`config.mk`:
```
export PLATFORM = sky130hd
export DESIGN_NAME = audio_and_aux_dma_interface_top_flat
export DESIGN_NICKNAME = d
export VERILOG_FILES = /design/src/hdl/aadi_pkg.sv /design/src/hdl/aadi_if.sv /design/src/hdl/aadi_core.sv /design/src/hdl/audio_and_aux_dma_interface_top.sv /design/src/flat_wrapper.sv
export SDC_FILE = /design/constraint.sdc
export NUM_CORES = 1
export LEC_CHECK = 0
export ABC_AREA = 1
export BUFFER_PORTS_ARGS = -buffer_cell sky130_fd_sc_hd__clkbuf_2
export CORE_MARGIN = 2
export CORE_UTILIZATION = 58
export CTS_CLUSTER_SIZE = 16
export DETAILED_ROUTE_END_ITERATION = 6
export MAX_ROUTING_LAYER = met4
export PLACE_DENSITY = 0.82
export SLEW_MARGIN = 20
export SYNTH_ARGS = -nofsm -noshare
export SYNTH_HDL_FRONTEND = slang
export SYNTH_SLANG_ARGS = --single-unit
```
`constraint.sdc`:
```
create_clock -name clock -period 4.9 [get_ports clock]
set_clock_uncertainty 0.1 [all_clocks]
set_input_delay 0.245 -clock clock [delete_from_list [all_inputs] [get_ports clock]]
set_output_delay 0.245 -clock clock [all_outputs]
set_load 0.1 [all_outputs]
```
`src/hdl/aadi_pkg.sv`:
```
// Shared types and constants for the audio and aux-memory DMA interface block.
// No dependencies; every other file of the block imports this package.
`default_nettype none

package aadi_pkg;

   // Bytes fetched per audio tick.
   localparam int BLOCK_BYTES = 32;

   // Action codes of a request transaction.
   localparam logic [1:0] ACT_READ  = 2'd0;
   localparam logic [1:0] ACT_WRITE = 2'd1;
   localparam logic [1:0] ACT_TICK  = 2'd2;
   localparam logic [1:0] ACT_EVENT = 2'd3;

   // Interrupt source codes.
   localparam logic [1:0] SRC_DSP   = 2'd0;
   localparam logic [1:0] SRC_AUX   = 2'd1;
   localparam logic [1:0] SRC_AUDIO = 2'd2;

   // Register offsets.
   localparam logic [15:0] OFF_CONTROL    = 16'h500A;
   localparam logic [15:0] OFF_AUX_MODE   = 16'h5012;
   localparam logic [15:0] OFF_READY      = 16'h5016;
   localparam logic [15:0] OFF_MAIN_HI    = 16'h5020;
   localparam logic [15:0] OFF_MAIN_LO    = 16'h5022;
   localparam logic [15:0] OFF_AUX_HI     = 16'h5024;
   localparam logic [15:0] OFF_AUX_LO     = 16'h5026;
   localparam logic [15:0] OFF_COUNT_HI   = 16'h5028;
   localparam logic [15:0] OFF_COUNT_LO   = 16'h502A;
   localparam logic [15:0] OFF_SRC_HI     = 16'h5030;
   localparam logic [15:0] OFF_SRC_LO     = 16'h5032;
   localparam logic [15:0] OFF_AUDIO_CTRL = 16'h5036;
   localparam logic [15:0] OFF_BLOCKS     = 16'h503A;

   // Control/status register fields and reset values.
   localparam logic [15:0] CTRL_KEEP_WRITTEN = 16'hFD57;
   localparam logic [15:0] CTRL_STATUS_BITS  = 16'h00A8;
   localparam logic [15:0] ST_AUDIO          = 16'h0008;
   localparam logic [15:0] ST_AUX            = 16'h0020;
   localparam logic [15:0] ST_DSP            = 16'h0080;
   localparam logic [15:0] CTRL_RESET_VALUE  = 16'h0004;
   localparam logic [15:0] AUX_MODE_RESET    = 16'h0043;
   localparam logic [15:0] READY_FLAG        = 16'h0001;

   // Bit masks of the count-half tracker.
   localparam logic [1:0] HALF_HIGH = 2'b01;
   localparam logic [1:0] HALF_LOW  = 2'b10;
   localparam logic [1:0] HALF_BOTH = 2'b11;

   typedef struct packed {
      logic [1:0]  action;
      logic [15:0] reg_offset;
      logic        wide_access;
      logic [31:0] write_data;
      logic [1:0]  int_source;
      logic        int_level;
   } req_type;

   typedef struct packed {
      logic [31:0] read_data;
      logic        irq;
      logic        audio_fetch_valid;
      logic [31:0] audio_fetch_addr;
      logic        dma_start;
      logic        dma_to_main;
      logic [30:0] dma_length;
      logic [31:0] dma_main_addr;
      logic [31:0] dma_aux_addr;
   } rsp_type;

endpackage

`default_nettype wire

```
`src/hdl/aadi_if.sv`:
```
// Valid/ready channel interfaces for the request and response transactions.
// Depends on aadi_pkg for the payload types.
`default_nettype none

interface aadi_req_if
   import aadi_pkg::*;
   ();
   logic    valid;
   logic    ready;
   req_type payload;

   modport source (output valid, output payload, input ready);
   modport sink   (input valid, input payload, output ready);
endinterface

interface aadi_rsp_if
   import aadi_pkg::*;
   ();
   logic    valid;
   logic    ready;
   rsp_type payload;

   modport source (output valid, output payload, input ready);
   modport sink   (input valid, input payload, output ready);
endinterface

`default_nettype wire

```
`src/hdl/aadi_core.sv`:
```
// Register file and per-transaction update logic of the DMA interface block.
// Depends on aadi_pkg; instantiated by audio_and_aux_dma_interface_top.
`default_nettype none

module aadi_core
   import aadi_pkg::*;
(
   input  wire logic    clock,
   input  wire logic    reset,
   input  wire logic    fire,
   input  wire req_type item,
   output rsp_type      result
);

   logic [15:0] control_status_ff, control_status_in;
   logic [15:0] aux_mode_ff, aux_mode_in;
   logic [31:0] main_addr_ff, main_addr_in;
   logic [31:0] aux_addr_ff, aux_addr_in;
   logic [31:0] count_ff, count_in;
   logic [1:0]  half_written_ff, half_written_in;
   logic [31:0] audio_source_ff, audio_source_in;
   logic [31:0] read_ptr_ff, read_ptr_in;
   logic [15:0] audio_control_ff, audio_control_in;
   logic [14:0] blocks_ff, blocks_in;

   always_comb begin
      logic [15:0] v;
      logic [15:0] status_bit;
      logic [14:0] blocks_dec;
      logic        dma_fire;

      v          = item.write_data[15:0];
      status_bit = '0;
      blocks_dec = blocks_ff - 15'd1;
      dma_fire   = 1'b0;

      control_status_in = control_status_ff;
      aux_mode_in       = aux_mode_ff;
      main_addr_in      = main_addr_ff;
      aux_addr_in       = aux_addr_ff;
      count_in          = count_ff;
      half_written_in   = half_written_ff;
      audio_source_in   = audio_source_ff;
      read_ptr_in       = read_ptr_ff;
      audio_control_in  = audio_control_ff;
      blocks_in         = blocks_ff;
      result            = '0;

      unique case (item.action)
         ACT_READ: begin
            if (!item.wide_access) begin
               unique case (item.reg_offset)
                  OFF_CONTROL:    result.read_data = {16'd0, control_status_ff};
                  OFF_AUX_MODE:   result.read_data = {16'd0, aux_mode_ff};
                  OFF_READY:      result.read_data = {16'd0, READY_FLAG};
                  OFF_MAIN_HI:    result.read_data = {16'd0, main_addr_ff[31:16]};
                  OFF_MAIN_LO:    result.read_data = {16'd0, main_addr_ff[15:0]};
                  OFF_AUX_HI:     result.read_data = {16'd0, aux_addr_ff[31:16]};
                  OFF_AUX_LO:     result.read_data = {16'd0, aux_addr_ff[15:0]};
                  OFF_COUNT_HI:   result.read_data = {16'd0, count_ff[31:16]};
                  OFF_COUNT_LO:   result.read_data = {16'd0, count_ff[15:0]};
                  OFF_SRC_HI:     result.read_data = {16'd0, audio_source_ff[31:16]};
                  OFF_SRC_LO:     result.read_data = {16'd0, audio_source_ff[15:0]};
                  OFF_AUDIO_CTRL: result.read_data = {16'd0, audio_control_ff};
                  OFF_BLOCKS:     result.read_data = {17'd0, blocks_ff};
                  default:        result.read_data = '0;
               endcase
            end
         end

         ACT_WRITE: begin
            if (item.wide_access) begin
               unique case (item.reg_offset)
                  OFF_MAIN_HI: main_addr_in = item.write_data;
                  OFF_AUX_HI:  aux_addr_in  = item.write_data;
                  OFF_COUNT_HI: begin
                     count_in        = item.write_data;
                     half_written_in = HALF_BOTH;
                  end
                  default: ;
               endcase
            end else begin
               unique case (item.reg_offset)
                  OFF_CONTROL: control_status_in = (v & CTRL_KEEP_WRITTEN) |
                     (control_status_ff & CTRL_STATUS_BITS & ~v);
                  OFF_AUX_MODE: aux_mode_in = v;
                  OFF_MAIN_HI:  main_addr_in[31:16] = v;
                  OFF_MAIN_LO:  main_addr_in[15:0]  = v;
                  OFF_AUX_HI:   aux_addr_in[31:16]  = v;
                  OFF_AUX_LO:   aux_addr_in[15:0]   = v;
                  OFF_COUNT_HI: begin
                     count_in[31:16] = v;
                     half_written_in = half_written_ff | HALF_HIGH;
                  end
                  OFF_COUNT_LO: begin
                     count_in[15:0]  = v;
                     half_written_in = half_written_ff | HALF_LOW;
                  end
                  OFF_SRC_HI: audio_source_in[31:16] = v;
                  OFF_SRC_LO: audio_source_in[15:0]  = v;
                  OFF_AUDIO_CTRL: begin
                     audio_control_in = v;
                     // Enable going high starts a new run.
                     if (!audio_control_ff[15] && v[15]) begin
                        blocks_in         = v[14:0];
                        read_ptr_in       = audio_source_ff;
                        control_status_in = control_status_ff | ST_AUDIO;
                     end
                  end
                  default: ;
               endcase
            end
            // Only count writes can complete both halves, and the control
            // register is never written by the same transaction.
            dma_fire = (half_written_in == HALF_BOTH);
            if (dma_fire) begin
               half_written_in      = '0;
               result.dma_start     = 1'b1;
               result.dma_to_main   = count_in[31];
               result.dma_length    = count_in[30:0];
               result.dma_main_addr = main_addr_ff;
               result.dma_aux_addr  = aux_addr_ff;
               count_in             = {count_in[31], 31'd0};
               control_status_in    = control_status_in | ST_AUX;
            end
         end

         ACT_TICK: begin
            if (audio_control_ff[15] && (blocks_ff != '0)) begin
               result.audio_fetch_valid = 1'b1;
               result.audio_fetch_addr  = read_ptr_ff;
               if (blocks_dec == '0) begin
                  blocks_in         = audio_control_ff[14:0];
                  read_ptr_in       = audio_source_ff;
                  control_status_in = control_status_ff | ST_AUDIO;
               end else begin
                  blocks_in   = blocks_dec;
                  read_ptr_in = read_ptr_ff + 32'(BLOCK_BYTES);
               end
            end
         end

         ACT_EVENT: begin
            unique case (item.int_source)
               SRC_DSP:   status_bit = ST_DSP;
               SRC_AUX:   status_bit = ST_AUX;
               SRC_AUDIO: status_bit = ST_AUDIO;
               default:   status_bit = '0;
            endcase
            if (item.int_level) begin
               control_status_in = control_status_ff | status_bit;
            end else begin
               control_status_in = control_status_ff & ~status_bit;
            end
         end

         default: ;
      endcase

      result.irq = (control_status_in[3] & control_status_in[4]) |
                   (control_status_in[5] & control_status_in[6]) |
                   (control_status_in[7] & control_status_in[8]);
   end

   always_ff @(posedge clock) begin
      if (reset) begin
         control_status_ff <= CTRL_RESET_VALUE;
         aux_mode_ff       <= AUX_MODE_RESET;
         main_addr_ff      <= '0;
         aux_addr_ff       <= '0;
         count_ff          <= '0;
         half_written_ff   <= '0;
         audio_source_ff   <= '0;
         read_ptr_ff       <= '0;
         audio_control_ff  <= '0;
         blocks_ff         <= '0;
      end else if (fire) begin
         control_status_ff <= control_status_in;
         aux_mode_ff       <= aux_mode_in;
         main_addr_ff      <= main_addr_in;
         aux_addr_ff       <= aux_addr_in;
         count_ff          <= count_in;
         half_written_ff   <= half_written_in;
         audio_source_ff   <= audio_source_in;
         read_ptr_ff       <= read_ptr_in;
         audio_control_ff  <= audio_control_in;
         blocks_ff         <= blocks_in;
      end
   end

endmodule

`default_nettype wire

```
`src/hdl/audio_and_aux_dma_interface_top.sv`:
```
// A response appears in the cycle after its request transaction is accepted.
// Throughput: one request transaction per cycle, limited only by the response sink.
// A request is taken whenever the response register is empty or being drained.
// Reset (synchronous, active high) empties the response register and returns all
// registers to their defaults: control/status 0x0004 (halt), aux mode 0x43, rest 0.
// Depends on aadi_pkg, aadi_if.sv and aadi_core.sv.
`default_nettype none

module audio_and_aux_dma_interface_top
   import aadi_pkg::*;
(
   input  wire logic  clock,
   input  wire logic  reset,
   aadi_req_if.sink   req_ch,
   aadi_rsp_if.source rsp_ch
);

   // The response register holds one finished transaction. Because a new
   // request may enter in the same cycle that the held response is taken,
   // back-to-back traffic flows at full rate with no bubble.
   logic    rsp_valid_ff, rsp_valid_in;
   rsp_type rsp_data_ff;
   rsp_type core_result;
   logic    fire;

   assign req_ch.ready = !rsp_valid_ff || rsp_ch.ready;
   assign fire         = req_ch.valid && req_ch.ready;

   // All register updates and response fields for one transaction are worked
   // out in a single pass inside the core and committed on acceptance.
   aadi_core u_core (
      .clock  (clock),
      .reset  (reset),
      .fire   (fire),
      .item   (req_ch.payload),
      .result (core_result)
   );

   always_comb begin
      rsp_valid_in = rsp_valid_ff;
      if (fire) begin
         rsp_valid_in = 1'b1;
      end else if (rsp_ch.ready) begin
         rsp_valid_in = 1'b0;
      end
   end

   always_ff @(posedge clock) begin
      if (reset) begin
         rsp_valid_ff <= 1'b0;
      end else begin
         rsp_valid_ff <= rsp_valid_in;
      end
   end

   // The payload register needs no reset; it is qualified by the valid flag.
   always_ff @(posedge clock) begin
      if (fire) begin
         rsp_data_ff <= core_result;
      end
   end

   assign rsp_ch.valid   = rsp_valid_ff;
   assign rsp_ch.payload = rsp_data_ff;

endmodule

`default_nettype wire

```
`src/flat_wrapper.sv`:
```
// flat-port wrapper written by rule: the top's interface ports become plain ports
module audio_and_aux_dma_interface_top_flat import aadi_pkg::*;
  (clock, reset, req_ch_valid, req_ch_payload, req_ch_ready, rsp_ch_valid, rsp_ch_payload, rsp_ch_ready);
  aadi_req_if req_ch_i ();
  aadi_rsp_if rsp_ch_i ();
  input  wire logic clock;
  input  wire logic reset;
  input wire logic [$bits(req_ch_i.valid)-1:0] req_ch_valid;
  input wire logic [$bits(req_ch_i.payload)-1:0] req_ch_payload;
  output wire logic [$bits(req_ch_i.ready)-1:0] req_ch_ready;
  output wire logic [$bits(rsp_ch_i.valid)-1:0] rsp_ch_valid;
  output wire logic [$bits(rsp_ch_i.payload)-1:0] rsp_ch_payload;
  input wire logic [$bits(rsp_ch_i.ready)-1:0] rsp_ch_ready;
  assign req_ch_i.valid = req_ch_valid;
  assign req_ch_i.payload = req_ch_payload;
  assign req_ch_ready = req_ch_i.ready;
  assign rsp_ch_valid = rsp_ch_i.valid;
  assign rsp_ch_payload = rsp_ch_i.payload;
  assign rsp_ch_i.ready = rsp_ch_ready;
  audio_and_aux_dma_interface_top u_core (.clock(clock), .reset(reset), .req_ch(req_ch_i), .rsp_ch(rsp_ch_i));
endmodule
```
==> flow_metrics.tcl <==
set metrics [dict create \
    outcome "complete, no violations" \
    grt_pass1_vias 15700 \
    period_needed_ps 3469 \
    fin_crit_sh 0.7079 \
    worst_slew_pin_slew_ps 1160 \
    vdd_ir_drop_max_v 0.0002350 \
    path_class "reg -> reg" \
    portBuffers 206 \
    coreArea_um2 29720 \
    initial_utilization 0.5917 \
    dp_hpwl_um 46200 \
    placed_cells 2746 \
    synth_cell_types 46 \
    die-area_um2 31730 \
    cts.repair.resized 0 \
    clk_pin_slew_ps 60 \
    num-fill-cells 2482 \
    ioPinCount 223 \
    dpl_cell_area_um2 18740 \
    vias 17170 \
    grt_pass1_wl_um 94070 \
    drt_iter0_markers 2742 \
    numCtsBuffers 41 \
    drtPass1Iterations 6 \
    die_w_um 178.1 \
    syn_area_um2 17580 \
    slew_headroom 0.2198 \
    drc 0 \
    clock-sinks 372 \
    synth_async_sr_flop_share 0 \
    yosysTopAreaCellShare 0.2562 \
    synth_ff_type "dfxtp_1" \
    instances_no_fill 2828 \
    synthCells 2242 \
    wl_per_cell_um 22.45 \
    rsz0062_at_grt "no" \
    netlist_top_cells_area "dfxtp_1 (26%), edfxtp_1 (25%), nor2_1 (7.2%)" \
    synth_warnings 0 \
    cts-htree-levels 2 \
    die_height_um 178.1 \
    synthTopCellsByCount "nor2_1 (335), inv_1 (306), nand2_1 (258)" \
    antenna_found_initial 4 \
    hold_viol_final 0 \
    synth_largest_area_cell "dfxtp_1" \
    syn_to_final_growth_pct 14.49 \
    holdWs_ps 38.08 \
    synth.most_common_cell "nor2_1" \
    vias_per_cell 6.070 \
    leakagePower_nw 7.801 \
    final-setup-viol-count 0 \
    clock_latency_ps 540 \
    place_congestion 1.033 \
    fmax_mhz 288.3 \
    setup_tns_ps 0 \
    report.final.slew_viol_count 0 \
    rows 63 \
    fin_area_um2 20130 \
    cts_buffer_depth 3 \
    arrival_ps 3790 \
    layout-drive-gt1-share 0.1389 \
    powerDensity_nw_per_um2 359.5 \
    hold_path.class "in -> reg" \
    synth_area_per_cell_um2 7.843 \
    cts_tree "done" \
    maxCapViolCount 0 \
    critical_path_required_ps 5220 \
    fin_nets 2462 \
    postRouteAntennaNets 0 \
    synth_edf_count 147 \
    grt_max_degree 114 \
    drt-total-wl_um 63500 \
    overflow 0 \
    cp-end-kind "flop" \
    ys_seq_elements 372 \
    root_buffer "clkbuf_16" \
    track_usage 0.4089 \
    synth-seq-area-share 0.5072 \
    setup.worst_path.start_class "flop" \
    path_max_fanout 34 \
]
## power by group
part,switching (mW),internal (mW)
clock,1.28,1.80
combinational,0.748,0.103
sequential,0.0264,3.28
## worst max-delay path, stage by stage (launching register included)
cell and delay, ps:
dfxtp_1 350, inv_1 130, ha_1 280, nand2_1 220, nor2_1 100, a31oi_1 200, nand2_1 80, buf_4 250
nand2_1 100, nand2_1 100, inv_1 600, buf_4 470, nand2_1 180, o21ai_1 140, inv_1 50
## registers in the layout (all words and copies together) (netlist names), 15 cells and up
register	count
u_core.u_core.main_addr_ff	32
u_core.u_core.blocks_ff	15
u_core.u_core.aux_mode_ff	16
u_core.u_core.control_status_ff	15
u_core.u_core.aux_addr_ff	32
u_core.u_core.audio_control_ff	16
u_core.u_core.read_ptr_ff	32
u_core.u_core.audio_source_ff	32
u_core.u_core.count_ff	32
u_core.rsp_ch.payload	147
## routing by layer
layer / vias up / global-route usage / wire length, um
met3: 154 / 0.08568 / 8008
met1: 8042 / 0.5648 / 25440
met4: 0 / 0.1308 / 2188
li1: 7754 / - / -
met5: - / - / 0
met2: 1216 / 0.6027 / 27870
## placed cells by master, fill, tap and decap left out, drive strengths merged, types with 18 or more instances in the layout
| cell type | n |
|---|---|
| a211oi | 27 |
| a21oi | 250 |
| buf | 18 |
| clkbuf | 265 |
| dfxtp | 225 |
| edfxtp | 147 |
| inv | 313 |
| nand2 | 260 |
| nand3 | 106 |
| nand4 | 18 |
| nor2 | 355 |
| nor3 | 25 |
| o21ai | 239 |
| o22ai | 60 |
| xor2 | 21 |
## final cells by class
cell class / count / area, um2 / share of cell area
inverter: 320 / 1207 / 0.05997
multi-input combinational: 1440 / 6968 / 0.3461
antenna: 4 / 10.01 / 0.0004972
clock buffer: 59 / 1186 / 0.05891
sequential: 372 / 8920 / 0.4430
timing repair buffer: 226 / 1199 / 0.05954
clock inverter: 17 / 155.1 / 0.007706
tap: 390 / 488.0 / 0.02424
## metrics by stage
stage,utilization,setup slack [ps],power [mW]
6_report,0.6775,1431,7.239
5_1_grt,0.6775,1109,7.380
4_1_cts,0.6764,1505,7.219
3_5_place_dp,0.6306,1481,4.209
3_3_place_gp,0.6306,1525,4.201
2_1_floorplan,-,414.0,4.032
## cells by family after synthesis
logic type / Yosys count / share of synthesized area
xor gates and xnor gates: 22 / 0.01096
adders and majority gates: 3 / 0.002135
buffers and inverters: 445 / 0.1017
and+or+nand+nor: 790 / 0.1913
DFF: 372 / 0.5072
muxes: 1 / 0.0005693
other: 1 / 0.0002133
AOI/OAI and AO/OA: 608 / 0.1859
## repair_timing
item                      4_1_cts  5_1_grt
hold buffers                    2        0
setup buffers                   0        0
hold endpoints to repair        2        0
## worst paths after layout
check / to / slack [ps] / startpoint / cells past startpoint
hold / removal: u_core.u_core.main_addr_ff[10] / 40 / req_ch_payload[13] / 3
setup / recovery: u_core.u_core.read_ptr_ff[5] / 1430 / u_core.u_core.blocks_ff[0] / 14
setup reg to reg: u_core.u_core.read_ptr_ff[5] / 1430 / u_core.u_core.blocks_ff[0] / 14
hold reg to reg: u_core.u_core.read_ptr_ff[31] / 370 / u_core.u_core.read_ptr_ff[31] / 2
Note: power is estimated with default switching activity, not from simulation.
